**src/rtl/core/amt_spk_pkg.sv**
```systemverilog
// shared types, constants and reset values for the spoken amount sequencer
package amt_spk_pkg;

	localparam int AMT_W       = 24;
	localparam int FILE_W      = 8;
	localparam int DIGITS      = 7;
	localparam int DIGIT_W     = 4;
	localparam int BCD_W       = DIGITS * DIGIT_W;
	localparam int DD_BITS     = 3;
	localparam int DD_STAGES   = AMT_W / DD_BITS;
	localparam int QUEUE_DEPTH = 4;
	localparam int CFG_IDX_W   = 3;

	localparam logic [AMT_W-1:0]  MAX_AMOUNT  = AMT_W'(9999999);
	localparam logic [FILE_W-1:0] FILE_TEN    = FILE_W'(10);
	localparam logic [FILE_W-1:0] FILE_TWENTY = FILE_W'(20);

	// digit positions of the decimal amount
	localparam int DIG_TH_TENS   = 6;
	localparam int DIG_TH_ONES   = 5;
	localparam int DIG_HUNDREDS  = 4;
	localparam int DIG_DOL_TENS  = 3;
	localparam int DIG_DOL_ONES  = 2;
	localparam int DIG_CENT_TENS = 1;
	localparam int DIG_CENT_ONES = 0;

	typedef logic [DIGIT_W-1:0] digit_t;

	typedef enum logic [3:0] {
		SLOT_PROMPT,
		SLOT_ZERO,
		SLOT_TH_FIRST,
		SLOT_TH_ONES,
		SLOT_THOUSAND,
		SLOT_HUND_DIGIT,
		SLOT_HUNDRED,
		SLOT_REST_FIRST,
		SLOT_REST_ONES,
		SLOT_DOLLAR,
		SLOT_CENT_FIRST,
		SLOT_CENT_ONES,
		SLOT_CENT
	} slot_t;

	localparam int NUM_SLOTS = 13;

	typedef enum logic [CFG_IDX_W-1:0] {
		REG_PROMPT,
		REG_ZERO,
		REG_HUNDRED,
		REG_THOUSAND,
		REG_DOLLAR_ONE,
		REG_DOLLAR_MANY,
		REG_CENT_ONE,
		REG_CENT_MANY
	} reg_idx_t;

	typedef struct packed {
		logic [FILE_W-1:0] prompt;
		logic [FILE_W-1:0] zero;
		logic [FILE_W-1:0] hundred;
		logic [FILE_W-1:0] thousand;
		logic [FILE_W-1:0] dollar_one;
		logic [FILE_W-1:0] dollar_many;
		logic [FILE_W-1:0] cent_one;
		logic [FILE_W-1:0] cent_many;
	} file_cfg_t;

	localparam file_cfg_t CFG_RESET = '{
		prompt:      FILE_W'(31),
		zero:        FILE_W'(34),
		hundred:     FILE_W'(28),
		thousand:    FILE_W'(29),
		dollar_one:  FILE_W'(32),
		dollar_many: FILE_W'(33),
		cent_one:    FILE_W'(30),
		cent_many:   FILE_W'(31)
	};

	typedef struct packed {
		logic [NUM_SLOTS-1:0]       mask;
		digit_t [DIGITS-1:0]        digits;
		logic                       dollar_one;
		logic                       cent_one;
	} plan_t;

endpackage

```
**src/rtl/core/amt_spk_queue.sv**
```systemverilog
// small flip-flop queue between the front and back parts
module amt_spk_queue #(
	parameter int WIDTH = 8,
	parameter int DEPTH = 4
) (
	input  logic             clk,
	input  logic             arst_n,
	input  logic             push,
	input  logic [WIDTH-1:0] wdata,
	output logic             full,
	input  logic             pop,
	output logic [WIDTH-1:0] rdata,
	output logic             empty
);

	localparam int PW = $clog2(DEPTH);
	localparam int CW = $clog2(DEPTH + 1);

	logic [WIDTH-1:0] mem_q [DEPTH];
	logic [PW-1:0]    wr_ptr_q;
	logic [PW-1:0]    rd_ptr_q;
	logic [CW-1:0]    cnt_q;
	logic             do_push;
	logic             do_pop;

	assign full    = (cnt_q == CW'(DEPTH));
	assign empty   = (cnt_q == '0);
	assign do_push = push && !full;
	assign do_pop  = pop && !empty;
	assign rdata   = mem_q[rd_ptr_q];

	always_ff @(posedge clk or negedge arst_n) begin
		if (!arst_n) begin
			wr_ptr_q <= '0;
			rd_ptr_q <= '0;
			cnt_q    <= '0;
		end else begin
			if (do_push) begin
				wr_ptr_q <= wr_ptr_q + PW'(1);
			end
			if (do_pop) begin
				rd_ptr_q <= rd_ptr_q + PW'(1);
			end
			case ({do_push, do_pop})
				2'b10:   cnt_q <= cnt_q + CW'(1);
				2'b01:   cnt_q <= cnt_q - CW'(1);
				default: cnt_q <= cnt_q;
			endcase
		end
	end

	always_ff @(posedge clk) begin
		if (do_push) begin
			mem_q[wr_ptr_q] <= wdata;
		end
	end

endmodule

```
**src/rtl/core/amt_spk_front.sv**
```systemverilog
// front part: saturates the amount, converts it to decimal and plans the words
module amt_spk_front (
	input  logic                                  clk,
	input  logic                                  arst_n,
	input  logic                                  in_valid,
	output logic                                  in_ready,
	input  logic [amt_spk_pkg::AMT_W-1:0]         amount,
	output logic                                  push,
	output amt_spk_pkg::plan_t                    plan,
	input  logic                                  q_full
);
	import amt_spk_pkg::*;

	function automatic logic [BCD_W-1:0] dd_three(
		input logic [BCD_W-1:0]   bcd,
		input logic [DD_BITS-1:0] bits
	);
		logic [BCD_W-1:0] r;
		r = bcd;
		for (int j = DD_BITS - 1; j >= 0; j--) begin
			for (int i = 0; i < DIGITS; i++) begin
				if (r[DIGIT_W*i +: DIGIT_W] >= 4'd5) begin
					r[DIGIT_W*i +: DIGIT_W] = r[DIGIT_W*i +: DIGIT_W] + 4'd3;
				end
			end
			r = {r[BCD_W-2:0], bits[j]};
		end
		return r;
	endfunction

	logic [DD_STAGES:0] vld_s;
	logic [AMT_W-1:0]   bin_s [DD_STAGES];
	logic [BCD_W-1:0]   bcd_s [1:DD_STAGES];
	logic               en;
	digit_t [DIGITS-1:0] d;
	logic               th_nz;
	logic               dol_nz;
	logic               rest_nz;
	logic               cent_nz;

	assign en       = !vld_s[DD_STAGES] || !q_full;
	assign in_ready = en;
	assign push     = vld_s[DD_STAGES];

	always_ff @(posedge clk or negedge arst_n) begin
		if (!arst_n) begin
			vld_s <= '0;
		end else if (en) begin
			vld_s <= {vld_s[DD_STAGES-1:0], in_valid};
		end
	end

	always_ff @(posedge clk) begin
		if (en) begin
			bin_s[0] <= (amount > MAX_AMOUNT) ? MAX_AMOUNT : amount;
			bcd_s[1] <= dd_three('0, bin_s[0][AMT_W-1 -: DD_BITS]);
			for (int k = 1; k < DD_STAGES; k++) begin
				bin_s[k]   <= bin_s[k-1] << DD_BITS;
				bcd_s[k+1] <= dd_three(bcd_s[k], bin_s[k][AMT_W-1 -: DD_BITS]);
			end
		end
	end

	assign d = bcd_s[DD_STAGES];

	always_comb begin
		th_nz   = (d[DIG_TH_TENS] != '0) || (d[DIG_TH_ONES] != '0);
		rest_nz = (d[DIG_DOL_TENS] != '0) || (d[DIG_DOL_ONES] != '0);
		dol_nz  = th_nz || (d[DIG_HUNDREDS] != '0) || rest_nz;
		cent_nz = (d[DIG_CENT_TENS] != '0) || (d[DIG_CENT_ONES] != '0);

		plan.mask                  = '0;
		plan.mask[SLOT_PROMPT]     = 1'b1;
		plan.mask[SLOT_ZERO]       = !dol_nz && !cent_nz;
		plan.mask[SLOT_TH_FIRST]   = th_nz;
		plan.mask[SLOT_TH_ONES]    = (d[DIG_TH_TENS] >= 4'd2) && (d[DIG_TH_ONES] != '0);
		plan.mask[SLOT_THOUSAND]   = th_nz;
		plan.mask[SLOT_HUND_DIGIT] = (d[DIG_HUNDREDS] != '0);
		plan.mask[SLOT_HUNDRED]    = (d[DIG_HUNDREDS] != '0);
		plan.mask[SLOT_REST_FIRST] = rest_nz;
		plan.mask[SLOT_REST_ONES]  = (d[DIG_DOL_TENS] >= 4'd2) && (d[DIG_DOL_ONES] != '0);
		plan.mask[SLOT_DOLLAR]     = dol_nz || !cent_nz;
		plan.mask[SLOT_CENT_FIRST] = cent_nz;
		plan.mask[SLOT_CENT_ONES]  = (d[DIG_CENT_TENS] >= 4'd2) && (d[DIG_CENT_ONES] != '0);
		plan.mask[SLOT_CENT]       = cent_nz;

		plan.digits     = d;
		plan.dollar_one = !th_nz && (d[DIG_HUNDREDS] == '0) && (d[DIG_DOL_TENS] == '0)
			&& (d[DIG_DOL_ONES] == 4'd1);
		plan.cent_one   = (d[DIG_CENT_TENS] == '0) && (d[DIG_CENT_ONES] == 4'd1);
	end

endmodule

```
**src/rtl/core/amt_spk_back.sv**
```systemverilog
// back part: walks the planned words of one amount and drives the output register
module amt_spk_back (
	input  logic                              clk,
	input  logic                              arst_n,
	input  logic                              q_valid,
	input  amt_spk_pkg::plan_t                q_plan,
	output logic                              q_pop,
	input  amt_spk_pkg::file_cfg_t            cfg,
	output logic                              out_valid,
	input  logic                              out_ready,
	output logic [amt_spk_pkg::FILE_W-1:0]    track_number,
	output logic                              last_word
);
	import amt_spk_pkg::*;

	function automatic logic [FILE_W-1:0] pair_first(input digit_t t, input digit_t o);
		logic [FILE_W-1:0] r;
		if (t >= 4'd2) begin
			r = FILE_TWENTY + FILE_W'(t) - FILE_W'(2);
		end else if (t == 4'd1) begin
			r = FILE_TEN + FILE_W'(o);
		end else begin
			r = FILE_W'(o);
		end
		return r;
	endfunction

	logic [NUM_SLOTS-1:0] mask_q;
	digit_t [DIGITS-1:0]  dig_q;
	logic                 dollar_one_q;
	logic                 cent_one_q;
	logic                 out_valid_q;
	logic [FILE_W-1:0]    track_q;
	logic                 last_q;

	logic                 busy;
	logic                 adv;
	logic                 take;
	logic                 load;
	logic [NUM_SLOTS-1:0] rem;
	slot_t                slot;
	logic [FILE_W-1:0]    word;

	assign busy  = |mask_q;
	assign adv   = !out_valid_q || out_ready;
	assign take  = adv && busy;
	assign rem   = mask_q & (mask_q - NUM_SLOTS'(1));
	assign load  = q_valid && (!busy || (take && (rem == '0)));
	assign q_pop = load;

	always_comb begin
		slot = SLOT_PROMPT;
		for (int i = NUM_SLOTS - 1; i >= 0; i--) begin
			if (mask_q[i]) begin
				slot = slot_t'(4'(i));
			end
		end
	end

	always_comb begin
		case (slot)
			SLOT_PROMPT:     word = cfg.prompt;
			SLOT_ZERO:       word = cfg.zero;
			SLOT_TH_FIRST:   word = pair_first(dig_q[DIG_TH_TENS], dig_q[DIG_TH_ONES]);
			SLOT_TH_ONES:    word = FILE_W'(dig_q[DIG_TH_ONES]);
			SLOT_THOUSAND:   word = cfg.thousand;
			SLOT_HUND_DIGIT: word = FILE_W'(dig_q[DIG_HUNDREDS]);
			SLOT_HUNDRED:    word = cfg.hundred;
			SLOT_REST_FIRST: word = pair_first(dig_q[DIG_DOL_TENS], dig_q[DIG_DOL_ONES]);
			SLOT_REST_ONES:  word = FILE_W'(dig_q[DIG_DOL_ONES]);
			SLOT_DOLLAR:     word = dollar_one_q ? cfg.dollar_one : cfg.dollar_many;
			SLOT_CENT_FIRST: word = pair_first(dig_q[DIG_CENT_TENS], dig_q[DIG_CENT_ONES]);
			SLOT_CENT_ONES:  word = FILE_W'(dig_q[DIG_CENT_ONES]);
			SLOT_CENT:       word = cent_one_q ? cfg.cent_one : cfg.cent_many;
			default:         word = '0;
		endcase
	end

	always_ff @(posedge clk or negedge arst_n) begin
		if (!arst_n) begin
			mask_q      <= '0;
			out_valid_q <= 1'b0;
		end else begin
			if (load) begin
				mask_q <= q_plan.mask;
			end else if (take) begin
				mask_q <= rem;
			end
			if (adv) begin
				out_valid_q <= busy;
			end
		end
	end

	always_ff @(posedge clk) begin
		if (load) begin
			dig_q        <= q_plan.digits;
			dollar_one_q <= q_plan.dollar_one;
			cent_one_q   <= q_plan.cent_one;
		end
		if (take) begin
			track_q <= word;
			last_q  <= (rem == '0);
		end
	end

	assign out_valid    = out_valid_q;
	assign track_number = track_q;
	assign last_word    = last_q;

endmodule

```
**src/rtl/core/amount_to_spoken_word_sequence.sv**
```systemverilog
// top level of the spoken amount sequencer with its file number registers
// Takes an amount in cents (saturated at 9,999,999) and emits the voice prompt file numbers
// that speak it, one word per output transfer, with last_word set on the final word.
// An amount passes through the front pipeline (one saturation stage, then eight
// binary-to-decimal stages of three bits each), which accepts a new amount every cycle
// unless its last stage holds a plan and the queue is full; planned amounts wait in a
// QUEUE_DEPTH-entry queue. The back part emits one word per cycle through its output
// register unless out_ready holds it, so an amount takes as many transfers as it has
// words: 3 to 12. File number registers are written through the always-ready cfg channel.
module amount_to_spoken_word_sequence #(
	parameter int QUEUE_DEPTH = amt_spk_pkg::QUEUE_DEPTH
) (
	input  logic                                clk,
	input  logic                                arst_n,
	input  logic                                in_valid,
	output logic                                in_ready,
	input  logic [amt_spk_pkg::AMT_W-1:0]       amount,
	output logic                                out_valid,
	input  logic                                out_ready,
	output logic [amt_spk_pkg::FILE_W-1:0]      track_number,
	output logic                                last_word,
	input  logic                                cfg_valid,
	output logic                                cfg_ready,
	input  logic [amt_spk_pkg::CFG_IDX_W-1:0]   cfg_index,
	input  logic [amt_spk_pkg::FILE_W-1:0]      cfg_data
);
	import amt_spk_pkg::*;

	file_cfg_t cfg_q;
	plan_t     front_plan;
	plan_t     q_plan;
	logic      push;
	logic      q_full;
	logic      q_empty;
	logic      q_pop;

	assign cfg_ready = 1'b1;

	always_ff @(posedge clk or negedge arst_n) begin
		if (!arst_n) begin
			cfg_q <= CFG_RESET;
		end else if (cfg_valid) begin
			case (reg_idx_t'(cfg_index))
				REG_PROMPT:      cfg_q.prompt      <= cfg_data;
				REG_ZERO:        cfg_q.zero        <= cfg_data;
				REG_HUNDRED:     cfg_q.hundred     <= cfg_data;
				REG_THOUSAND:    cfg_q.thousand    <= cfg_data;
				REG_DOLLAR_ONE:  cfg_q.dollar_one  <= cfg_data;
				REG_DOLLAR_MANY: cfg_q.dollar_many <= cfg_data;
				REG_CENT_ONE:    cfg_q.cent_one    <= cfg_data;
				REG_CENT_MANY:   cfg_q.cent_many   <= cfg_data;
				default:         cfg_q             <= cfg_q;
			endcase
		end
	end

	amt_spk_front u_front (
		.clk      (clk),
		.arst_n   (arst_n),
		.in_valid (in_valid),
		.in_ready (in_ready),
		.amount   (amount),
		.push     (push),
		.plan     (front_plan),
		.q_full   (q_full)
	);

	amt_spk_queue #(
		.WIDTH ($bits(plan_t)),
		.DEPTH (QUEUE_DEPTH)
	) u_queue (
		.clk    (clk),
		.arst_n (arst_n),
		.push   (push),
		.wdata  (front_plan),
		.full   (q_full),
		.pop    (q_pop),
		.rdata  (q_plan),
		.empty  (q_empty)
	);

	amt_spk_back u_back (
		.clk          (clk),
		.arst_n       (arst_n),
		.q_valid      (!q_empty),
		.q_plan       (q_plan),
		.q_pop        (q_pop),
		.cfg          (cfg_q),
		.out_valid    (out_valid),
		.out_ready    (out_ready),
		.track_number (track_number),
		.last_word    (last_word)
	);

endmodule
```
**config.mk**
```make
export PLATFORM = sky130hd
export DESIGN_NAME = amount_to_spoken_word_sequence
export DESIGN_NICKNAME = d
export VERILOG_FILES = /design/src/rtl/core/amt_spk_pkg.sv /design/src/rtl/core/amt_spk_queue.sv /design/src/rtl/core/amt_spk_front.sv /design/src/rtl/core/amt_spk_back.sv /design/src/rtl/core/amount_to_spoken_word_sequence.sv
export SDC_FILE = /design/constraint.sdc
export NUM_CORES = 1
export LEC_CHECK = 0
export BUFFER_PORTS_ARGS = -buffer_cell sky130_fd_sc_hd__buf_2
export CAP_MARGIN = 40
export CORE_ASPECT_RATIO = 1.2
export CORE_MARGIN = 8
export CORE_UTILIZATION = 40
export CTS_BUF_LIST = sky130_fd_sc_hd__clkbuf_4 sky130_fd_sc_hd__clkbuf_8
export CTS_CLUSTER_SIZE = 40
export DETAILED_ROUTE_END_ITERATION = 10
export PLACE_DENSITY = 0.54
export RECOVER_POWER = 25
export SYNTH_ARGS = -nofsm -noshare
export SYNTH_HDL_FRONTEND = slang
export SYNTH_SLANG_ARGS = --single-unit
export TNS_END_PERCENT = 5
```
**constraint.sdc**
```tcl
create_clock -name clk -period 9.3 [get_ports clk]
set_clock_uncertainty 0.1 [all_clocks]
set_input_delay 1.395 -clock clk [delete_from_list [all_inputs] [get_ports clk]]
set_output_delay 1.395 -clock clk [all_outputs]
set_load 0.03 [all_outputs]
```
; Word-level counts from Yosys, hierarchy flattened
; Memory sizes are Yosys's and may differ from the RTL's.
; Index checks and enable logic that the tools add are counted.
[totals]
regBits = 133
inputBits = 40
ramBits = 584
out_inout_bits = 12
n_memories = 3
word_cells = 750
[memory_table]
columns = name, words, word_bits, read_ports, rd_clocked_by_memory_dff, wr, line_no
row1 = u_front.bcd_s, 8, 28, 8, 0, 8, amt_spk_front.sv:33  ; logic [BCD_W-1:0] bcd_s [1:DD_STAGES];
row2 = u_front.bin_s, 8, 24, 8, 0, 8, amt_spk_front.sv:32  ; logic [AMT_W-1:0] bin_s [DD_STAGES];
row3 = u_queue.mem_q, 4, 42, 1, 0, 1, amt_spk_queue.sv:19  ; logic [WIDTH-1:0] mem_q [DEPTH];
[classes]
muxes = 324
order_cmp = 154
n_reduce_logical = 55
n_addsub = 161
n_eq_ne = 27
bitwise_logic = 1
[op_table]
columns = op, count
row1 = 4-bit 2-to-1 mux, 265
row2 = "4-bit by 3-bit >= comparator with 1-bit output, second input constant", 147
row3 = "4-bit by 2-bit adder with 4-bit output, second input constant", 126
row4 = 3-bit 2-to-1 mux, 42
row5 = 8-bit one-hot mux with 13 select lines, 1
row6 = 8-bit 2-to-1 mux, 8
row7 = "3-bit by 2-bit adder with 3-bit output, second input constant", 21
row8 = 4-bit nonzero test, 7
row9 = 13-bit 2-to-1 mux, 2
row10 = "4-bit by 1-bit equality test with 1-bit output, second input constant", 6
row11 = "4-bit by 2-bit >= comparator with 1-bit output, second input constant", 6
row12 = "24-bit greater-than comparator, second input constant", 1
row13 = 24-bit 2-to-1 mux, 1
row14 = "8-bit by 2-bit subtractor with 8-bit output, second input constant", 3
row15 = "4-bit equality test, second input constant", 5
row16 = "5-bit by 4-bit adder with 6-bit output, first input constant", 3
row17 = "4-bit by 3-bit equality test with 1-bit output, second input constant", 4
row18 = 4-bit logical NOT, 4
row19 = 2-bit AND reduction, 8
row20 = "4-bit by 4-bit adder with 5-bit output, first input constant", 3
row21 = "3-bit equality test, second input constant", 5
row22 = 13-bit AND, 1
row23 = 1-bit logical AND, 13
row24 = 13-bit logical NOT, 1
row25 = 16 further kinds, 39

; Depth between registers and ports, before layout
; Gate-level depths: netlist of the first run.
[depth]
ltp_word = 15
depth_mapped = 17
mapped_depth_nobuf = 17

; Cells and area by module
; Synthesis of the first run repeated with hierarchy kept, for this count alone.
[hier_totals]
hier_cells = 2351
area_unflattened_um2 = 28730.1
[by_module_without_submodules]
columns = module, instances, area_per_inst_um2, seq_area_each_um2, cells_each
row1 = amt_spk_front, 1, 16134.2, 7462.2, 1594
row2 = amt_spk_queue, 1, 6690.2, 5340.1, 262
row3 = amt_spk_back, 1, 3405.8, 1521.5, 349
row4 = amount_to_spoken_word_sequence, 1, 2499.9, 1634.1, 146

; Worst setup path after synthesis of the first run
; OpenSTA, ideal clock, no wires.
[synth_path]
path_kind = register to output
start = reg u_queue.cnt_q[0]
end = out in_ready
setup_slack_ns = 2.125
stages_incl_launch_ff = 5
path_buffers = 1
t_required_ns = 7.805
arrival_time_ns = 5.680
path_cell_list = dfrtp_1 nor2_1 and3_1 clkbuf_1 inv_1
[synth_via]
elab_chain_len = 3
[synth_lines]
columns = element, line_no
row1 = start: declaration, amt_spk_queue.sv:22  ; logic [CW-1:0] cnt_q;
row2 = start signal: assignment, amt_spk_queue.sv:45  ; 2'b10: cnt_q <= cnt_q + CW'(1);
row3 = start signal: assignment, amt_spk_queue.sv:46  ; 2'b01: cnt_q <= cnt_q - CW'(1);
row4 = start signal: assignment, amt_spk_queue.sv:47  ; default: cnt_q <= cnt_q;
row5 = 3-bit equality test, amt_spk_queue.sv:26  ; assign full = (cnt_q == CW'(DEPTH));
row6 = 1-bit logical NOT, amt_spk_front.sv:41  ; assign en = !vld_s[DD_STAGES] || !q_full;
row7 = 1-bit logical OR, amt_spk_front.sv:41
row8 = end: declaration, amount_to_spoken_word_sequence.sv:16  ; output logic in_ready,
; No other way between the ends.

; Final worst setup path of the first run
[layout_path]
start = reg u_back.mask_q[4]
end = reg u_queue.cnt_q[1]
[layout_via]
elab_chain_len = 9
elab_cells_between_ends = 14
classes_between = 1 x add/sub / 2 x eq/ne / 1 x mux / 1 x bitwise / 9 x reduce/logical
[layout_lines]
columns = element, line_no
row1 = start: declaration, amt_spk_back.sv:28  ; logic [NUM_SLOTS-1:0] mask_q;
row2 = start signal: assignment, amt_spk_back.sv:85  ; mask_q <= q_plan.mask;
row3 = start signal: assignment, amt_spk_back.sv:87  ; mask_q <= rem;
row4 = 13-bit by 1-bit subtractor with 13-bit output, amt_spk_back.sv:47  ; assign rem = mask_q & (mask_q - NUM_SLOTS'(1));
row5 = 13-bit AND, amt_spk_back.sv:47
row6 = 13-bit logical NOT, amt_spk_back.sv:48  ; assign load = q_valid && (!busy || (take && (rem == '0)));
row7 = 1-bit logical AND, amt_spk_back.sv:48
row8 = 1-bit logical OR (*), amt_spk_back.sv:48
row9 = 1-bit logical AND (*), amt_spk_back.sv:48
row10 = net q_pop, amount_to_spoken_word_sequence.sv:35  ; logic q_pop;
row11 = 1-bit logical AND (*), amt_spk_queue.sv:29  ; assign do_pop = pop && !empty;
row12 = 2-bit by 1-bit equality test with 1-bit output or 2-bit equality test (tied branches), amt_spk_queue.sv:44  ; case ({do_push, do_pop})
row13 = 3-bit one-hot mux with 2 select lines or 2-bit nonzero test (tied branches), -
; The timed path passes the listed nets; every way through them passes the cells marked *.
; A chain may end at the register's enable or synchronous reset.

==> impl_metrics.yaml, run 1 <==
floorplanning:
  core_area_mm2: 0.06936
  num_io_pins: 52
  start_util_pct: 40.29
  die_y_um: 305.5
  num_rows: 106
  die_area_mm2: 0.07861
  die_w_um: 257.3
route:
  wl_per_cell_um: 15.31
  drc: 0
  dr.pass1.iters: 5
  viasPerCell: 5.132
  drt-initial-drc-count: 701
  wl_um: 50410
  antenna_left: 0
  via_count: 16899
timing:
  slew_violations: 34
  max_slew.worst_pin.slew_ps: 1728
  layout_setup_ws_ps: 5023
  setup_viol: 0
  rsz0062_at_grt: "false"
  period_needed_ps: 4277
  slew_headroom_pct: -15.21
  fmax_ghz: 0.2338
  hold_viol: 0
  fin_crit_sh_pct: 45.99
  setup_tns_ps: 0
setup_path:
  critPathLaunchType: "flop"
  worst_ep_required_time_ps: 9740
  cp-end-kind: "flop"
  cp.arrival_ps: 4710
  critical_path_class: "reg -> reg"
  cp_max_fo: 31
synthesis:
  netlist_area_mm2: 0.02795
  yosysWarnings: 0
  yosysMostFrequentCell: "edfxtp_1"
  ys_top_cells_by_area: "edfxtp_1, ha_1, dfrtp_1, mux2_2, mux2i_1"
  synth_area_leader_cell: "edfxtp_1"
  seq_area_frac_synth_pct: 55.38
  synthArstFlopShare_pct: 17.74
  avgSynthCellArea_um2: 12.87
  netlist_top_cells_count: "edfxtp_1, ha_1, inv_1"
  synth_edf_count: 436
  synth_nets: 2404
  ys_ff_latch: 530
  synth.distinct_cells: 72
  synth_top_area_share_pct: 46.85
  synth_flop_cell: "edfxtp_1"
  synthCells: 2172
global_route:
  grt_pass1_vias: 17786
  grt_pass1_wl_um: 83970
  antenna_found_initial: 1
  grt-ovfl-total: 0
  grt_start_max_net_pins: 102
  grt_usage_pct: 12.72
clocking:
  htree_levels: 3
  cts_made_buffers: 90
  cts_resized: 0
  cts_tree: "built"
  clock_sinks: 530
  cts_buffer_depth: 3
  cts_setup_buffers: 0
  cts-root-buf: "clkbuf_8"
  ctsHoldBuffers: 0
  clk_pin_slew_worst_paths_ps: 60
  clk-insertion-delay-late_ps: 680
run_status:
  status: "finished with violations"
  violations: "max-capacitance violations, max-slew violations"
finish:
  fillers: 6278
  drive_gt1_share_pct: 18.11
  nets: 2535
  regArea_mm2: 0.01548
  synthToLayoutAreaGrowth_pct: 12.40
  multi_input_area_mm2: 0.01173
flow_run:
  drv_cap: 1
placement:
  portBuffers: 50
  gp_congestion: 0.8491
  dp_hpwl_um: 34740
  dp_slack_ps: 5038
min_path:
  hold_class: "reg -> reg"
state kept, by name, indices dropped and copies added (netlist names), 2 cells and up:
name / count
u_queue.mem_q: 156
u_front.bcd_s: 133
u_front.bin_s: 108
cfg_q: 64
u_back.dig_q: 28
u_back.mask_q: 13
u_front.vld_s: 9
u_back.track_number: 8
u_queue.cnt_q: 3
u_queue.rd_ptr_q: 2
u_queue.wr_ptr_q: 2
layout by cell type, fill, tap and decap left out, drive strengths merged, types with 21 or more instances in the layout:
| cell type | count |
|---|---|
| dfrtp | 68 |
| nor2b | 48 |
| xnor2 | 86 |
| clkinv | 26 |
| a21o | 26 |
| nand3 | 23 |
| o21ai | 101 |
| nor3b | 39 |
| ha | 191 |
| inv | 167 |
| mux2i | 122 |
| a21boi | 21 |
| nand2 | 102 |
| nor3 | 46 |
| dfstp | 26 |
| a21oi | 124 |
| mux2 | 117 |
| nor2 | 91 |
| nand2b | 81 |
| mux4 | 39 |
| clkbuf | 124 |
| buf | 72 |
| edfxtp | 436 |
per-layer routing:
metal / wire, um / vias to the layer above / share of wire, % / track usage, %
li1: - / 8296 / - / -
met1: 19270 / 8228 / 38 / 12.93
met2: 27240 / 265 / 54 / 24.54
met3: 2027 / 110 / 4.0 / 2.498
met4: 1873 / 0 / 3.7 / 6.099
met5: 0 / - / 0 / 0
metrics by stage:
step / std cells / hold slack (ps) / utilization (%) / area, um^2
finish: 3293 / 312.6 / 45.28 / 31410
floorplan: 2172 / 300.3 / - / 27950
global route: 3293 / 314.7 / 45.28 / 31410
detailed placement: 3129 / 304.5 / 42.50 / 29480
CTS: 3292 / 312.2 / 45.29 / 31410
global placement: 3121 / 301.4 / 42.32 / 29360
final timing paths:
| path | endpoint | cells past startpoint | start | slack [ps] |
|---|---|---|---|---|
| worst max register to register | u_queue.cnt_q[1] | 11 | u_back.mask_q[4] | 5020 |
| worst max-delay path | u_queue.cnt_q[1] | 11 | u_back.mask_q[4] | 5020 |
| worst min register to register | u_front.bcd_s[0][168] | 0 | u_front.bin_s[1][45] | 310 |
| max in group asynchronous | u_queue.rd_ptr_q[0] | 2 | arst_n | 6340 |
| min in group asynchronous | cfg_q[6] | 1 | arst_n | 1060 |
| worst min-delay path | u_front.bcd_s[0][168] | 0 | u_front.bin_s[1][45] | 310 |
logic make-up (layout without fill, tap and decap cells):
family	after synthesis	count (layout)	share of synthesized area, %
compound gates	378	378	8.579
xor+xnor	96	96	3.009
fa+ha+maj	192	192	8.623
buf+inv	198	400	2.682
flops	530	530	55.38
mux	278	278	12.23
other cells	1	2	0.01342
simple gates	499	499	9.483
critical path, stage by stage (launching register included):
cell and delay [ps]:
dfrtp_1 470, or4_1 720, or4_4 520, a2111oi_4 350
nor3_2 130, o31ai_1 330, nand2_1 120, inv_1 70
buf_4 340, ha_1 290, fa_1 430, mux2_2 270
layout make-up:
type,count,share of cell area [%]
diodes,1,0.007967
clock buffers,122,4.768
clock inverters,41,1.398
inverters,161,1.948
multi-input cells,1444,37.34
flip-flops and latches,530,49.28
well taps,918,3.657
repair buffers,76,1.605
Power of run 1 is left out: the tool's default activity adds up to more than one toggle a clock period on the data nets, which glitch-free logic cannot reach.
==> run 2, diff against run 1 <==
- PLACE_DENSITY: 0.54 -> 0.56
- clock period: 9.3 -> 3.6 ns (I/O delays scaled with it)
==> run 2 against run 1 <==
Effect of this change:
- worst setup slack got worse by 4900 ps
- largest cell class unchanged
- hold slack got worse by 240 ps
- routed wire length increased by 4.0%
- global-route usage increased by 0.44 points
- the flow now finishes without violations
- clock-buffer cell count unchanged
- sequential cell count unchanged
- via count increased by 2.6%
- sequential share of layout area decreased by 1.3 points
- cell count increased by 2.1%
- fmax increased by 22%
- non-clock buffer count increased by 68
- first-iteration DRC count decreased by 8.4%
==> impl_metrics.yaml, run 2 (synthesis results as in run 1) <==
flow_run:
  drv_cap: 0
timing:
  slew_violations: 0
  fmax_ghz: 0.2852
  layout_setup_ws_ps: 93.68
  rsz0062_at_grt: "true"
  setup_viol: 0
  period_needed_ps: 3506
  max_slew.worst_pin.slew_ps: 1028
  fin_crit_sh_pct: 97.40
  hold_viol: 0
  slew_headroom_pct: 31.49
clocking:
  clock_sinks: 530
  htree_levels: 3
  cts_made_buffers: 90
  clk-insertion-delay-late_ps: 700
  cts_buffer_depth: 3
  cts-root-buf: "clkbuf_8"
  cts_tree: "built"
  clk_pin_slew_worst_paths_ps: 60
global_route:
  grt-ovfl-total: 0
  grt_pass1_vias: 18042
  antenna_found_initial: 1
  grt_pass1_wl_um: 86660
  grt_usage_pct: 13.16
  grt_start_max_net_pins: 172
setup_path:
  critical_path_class: "reg -> reg"
  path_depth: 17
  cp-end-kind: "flop"
  crit_buf_inv: 4
  crit_path_max_incr_delay_ps: 400
  cpMaxStageDelayCell: "edfxtp_1"
  path_common_cell: "inv_1"
  critPathLaunchType: "flop"
  crit_start: "u_front.bcd_s[0][148]"
  path_cells: "inv_1 > ha_1 > nand2b_1 > nor3b_2 > a21oi_2 > inv_1 > ha_1 > nor2b_1 > a2111o_1 > o211a_4 > a311oi_2 > buf_4 > inv_1 > ha_2 > nand2b_4 > a21boi_2 > mux2_2"
  crit-reg2reg-capture: "u_front.bcd_s[0][186]"
  r2r_cells: 17
  cp.arrival_ps: 3820
  cp-endpoint: "u_front.bcd_s[0][186]"
  cp_max_fo: 4
  worst_ep_required_time_ps: 3910
  r2r_slack_ps: 90
  crit_family: "compound AO/OA/AOI/OAI gates"
  r2r_start: "u_front.bcd_s[0][148]"
floorplanning:
  num_io_pins: 52
  core_area_mm2: 0.06936
  die_area_mm2: 0.07861
  num_rows: 106
  die_y_um: 305.5
  start_util_pct: 40.29
  die_w_um: 257.3
finish:
  layout_commonest_cell: "edfxtp_1"
  top_regs: "u_queue.mem_q x156, u_front.bcd_s x133, u_front.bin_s x108"
  regMostFlops: "u_queue.mem_q"
  drive_gt1_share_pct: 21.74
  final_cell_mix: "edfxtp_1, ha_1, inv_1, mux2_2, mux2i_1"
  final_util_pct: 46.49
  synthToLayoutAreaGrowth_pct: 15.40
  largest_register_ffs: 156
  nets: 2603
placement:
  gp_congestion: 0.8638
  dp_slack_ps: -142.3
  dp_hpwl_um: 36220
  portBuffers: 50
route:
  wl_per_cell_um: 15.59
  drc: 0
  viasPerCell: 5.156
  wl_um: 52440
  antenna_left: 0
  dr.pass1.iters: 5
  drt-initial-drc-count: 642
  via_count: 17340
min_path:
  hold_class: "in -> reg"
  hold_depth: 2
  hp-start: "amount[19]"
run_status:
  status: "finished, final reports clean"
-- run 2: worst min-delay path by stage --
stage | end
floorplan | cfg_q[13]
global placement | u_front.bin_s[1][16]
detailed placement | u_front.bin_s[0][44]
CTS | u_front.bin_s[0][19]
global route | u_front.bin_s[0][19]
finish | u_front.bin_s[0][19]
-- run 2: worst register-to-register path, stage by stage (launching register included) --
cell	delay, ps
edfxtp_1	400
inv_1	140
ha_1	200
nand2b_1	90
nor3b_2	170
a21oi_2	190
inv_1	70
ha_1	210
nor2b_1	210
a2111o_1	180
o211a_4	210
a311oi_2	40
buf_4	180
inv_1	70
ha_2	220
nand2b_4	60
a21boi_2	180
mux2_2	350
-- run 2: per-layer routing --
layer	up-vias	share of wire [%]	GRT usage, %
li1	8429	-	-
met1	8538	39	13.69
met2	268	54	25.23
met3	105	3.5	2.572
met4	0	3.6	5.916
met5	-	0	0
-- run 2: stage by stage --
| stage | instance area, um^2 | cells | hold WS [ps] | setup TNS [ps] |
|---|---|---|---|---|
| 6_report | 32250 | 3363 | 77.15 | 0 |
| 5_1_grt | 32250 | 3363 | 30.76 | -825.5 |
| 4_1_cts | 31840 | 3351 | 1.216 | -123.8 |
| 3_5_place_dp | 29710 | 3164 | 304.5 | -863.0 |
| 3_3_place_gp | 29660 | 3160 | 300.5 | 0 |
| 2_1_floorplan | 27960 | 2172 | 144.4 | -356340 |
-- run 2: layout make-up --
type,instances,area [um^2]
Antenna cell,2,5.005
Clock buffer,122,1516
Clock inverter,42,354.1
Fill cell,6134,37120
Inverter,161,608.1
Multi-Input combinational cell,1444,12100
Sequential cell,530,15480
Tap cell,918,1149
Timing Repair Buffer,144,1039
-- run 2: what timing repair did --
item                       CTS  global route
resized for setup           11            82
buffers inserted             0             9
setup endpoints to repair   18            54
hold buffers                23             0
pin swaps                    0            12
hold endpoints to repair    62             0
Power of run 2 is left out for the same reason.
==> run 3, diff against run 2 <==
- SETUP_SLACK_MARGIN: not set -> 0.4
==> run 3 against run 2 <==
Effect of this change:
- cell area rose by 3.9%
- cell count grew 2.3%
- critical path depth decreased by 7
- sequential share of layout area fell by 1.8 points
- hold slack got worse by 4.1 ps
- global-route usage rose by 0.25 points
- via count is 2.2% higher
- sequential cell count is the same
- utilization rose by 1.8 points
- routed wire length rose by 3.5%
- die area is the same
- largest cell class unchanged
==> impl_metrics.yaml, run 3 (synthesis results as in run 1) <==
global_route:
  grt-ovfl-total: 0
  grt_pass1_vias: 18333
  antenna_found_initial: 1
  grt_pass1_wl_um: 88370
  grt_usage_pct: 13.42
  grt_start_max_net_pins: 172
placement:
  dp_cells: 3164
  dp_hpwl_um: 36220
  gp_congestion: 0.8638
  dp_slack_ps: -142.3
  portBuffers: 50
clocking:
  clk-insertion-delay-late_ps: 700
  clock_sinks: 530
  htree_levels: 3
  cts-root-buf: "clkbuf_8"
  cts_tree: "built"
  cts_buffer_depth: 3
  clk_pin_slew_worst_paths_ps: 60
  cts_made_buffers: 90
floorplanning:
  die_y_um: 305.5
  die_w_um: 257.3
  die_area_mm2: 0.07861
  num_io_pins: 52
  num_rows: 106
  start_util_pct: 40.29
  core_area_mm2: 0.06936
route:
  via_count: 17727
  top_layer: "met4"
  wl_per_cell_um: 15.78
  wl_met3_um: 1902
  drc: 0
  wl_um: 54290
  drt-initial-drc-count: 678
  antenna_left: 0
  wl_met1_um: 20870
  dr.pass1.iters: 5
  viasPerCell: 5.152
  wl_met2_um: 29640
timing:
  slew_headroom_pct: 32.96
  fin_crit_sh_pct: 93.10
  layout_setup_ws_ps: 248.3
  hold_viol: 0
  rsz0062_at_grt: "true"
  fmax_ghz: 0.2984
  slew_violations: 0
  holdWs_ps: 73.01
  max_slew.worst_pin.slew_ps: 1006
  period_needed_ps: 3352
  setup_viol: 0
finish:
  top_regs: "u_queue.mem_q x156, u_front.bcd_s x133, u_front.bin_s x108"
  largest_register_ffs: 156
  final_util_pct: 48.30
  regMostFlops: "u_queue.mem_q"
  layout_commonest_cell: "edfxtp_1"
  nets: 2681
  fin_cells: 3441
  final_cell_mix: "edfxtp_1, ha_1, buf_4, inv_1, mux2_2"
  drive_gt1_share_pct: 28.52
  synthToLayoutAreaGrowth_pct: 19.89
setup_path:
  cp-end-kind: "flop"
  critical_path_class: "reg -> reg"
  critPathLaunchType: "flop"
  r2r_slack_ps: 250
  crit-reg2reg-capture: "u_queue.cnt_q[1]"
  cp_max_fo: 4
  r2r_cells: 10
  cp.arrival_ps: 3820
  r2r_start: "u_back.mask_q[7]"
  worst_ep_required_time_ps: 4070
min_path:
  hold_depth: 2
  hold_class: "in -> reg"
  hold_end: "u_front.bin_s[0][19]"
  hp-start: "amount[19]"
flow_run:
  drv_cap: 0
run_status:
  status: "finished, final reports clean"
[run 3: cell types whose count changed in the layout (fill, tap and decap cells not counted), sizes merged]
cell | before | now
buf | 115 | 193
[run 3: worst max-delay path, stage by stage (launching register included)]
cell and delay, ps:
dfrtp_1 380, or4_4 540, or4_4 530, a2111oi_4 400, nor3_4 80, o31ai_4 230, nand2_2 90, inv_2 80
ha_4 130, fa_1 410, mux2_2 260
[run 3: stage by stage]
stage,instance area (um^2),TNS (ps)
detailed placement,29710,-863.0
global placement,29660,0
finish,33500,0
CTS,32500,0
floorplan,27960,-356340
global route,33500,0
[run 3: repair_timing]
item                                    4_1_cts  5_1_grt
buffers inserted                             37       50
hold buffers                                 23        0
endpoints found under the setup margin      112      141
hold endpoints to repair                     62        0
pin swaps                                    36       49
gates resized for setup                     104      149
[run 3: worst max path at each step]
stage	startpoint	endpoint
floorplan	u_queue.cnt_q[0]	u_front.bcd_s[0][112]
global placement	u_back.mask_q[1]	u_queue.cnt_q[1]
detailed placement	u_front.bcd_s[0][140]	u_front.bcd_s[0][174]
CTS	u_back.mask_q[1]	u_queue.cnt_q[1]
global route	u_front.bcd_s[0][176]	u_front.bcd_s[0][206]
finish	u_back.mask_q[7]	u_queue.cnt_q[1]
[run 3: layout make-up]
class / instances / area [um^2]
fillers: 6013 / 35860
multi-input cells: 1444 / 12750
clock inverters: 42 / 354.1
clock buffers: 122 / 1516
well taps: 918 / 1149
repair buffers: 222 / 1639
flip-flops and latches: 530 / 15480
inverters: 161 / 608.1
diodes: 2 / 5.005
[run 3: metal layers]
layer,vias up,GRT usage [%]
met1,8740,13.95
met2,283,25.81
met3,111,2.547
met4,0,5.929
met5,-,0
li1,8593,-
Power of run 3 is left out for the same reason.
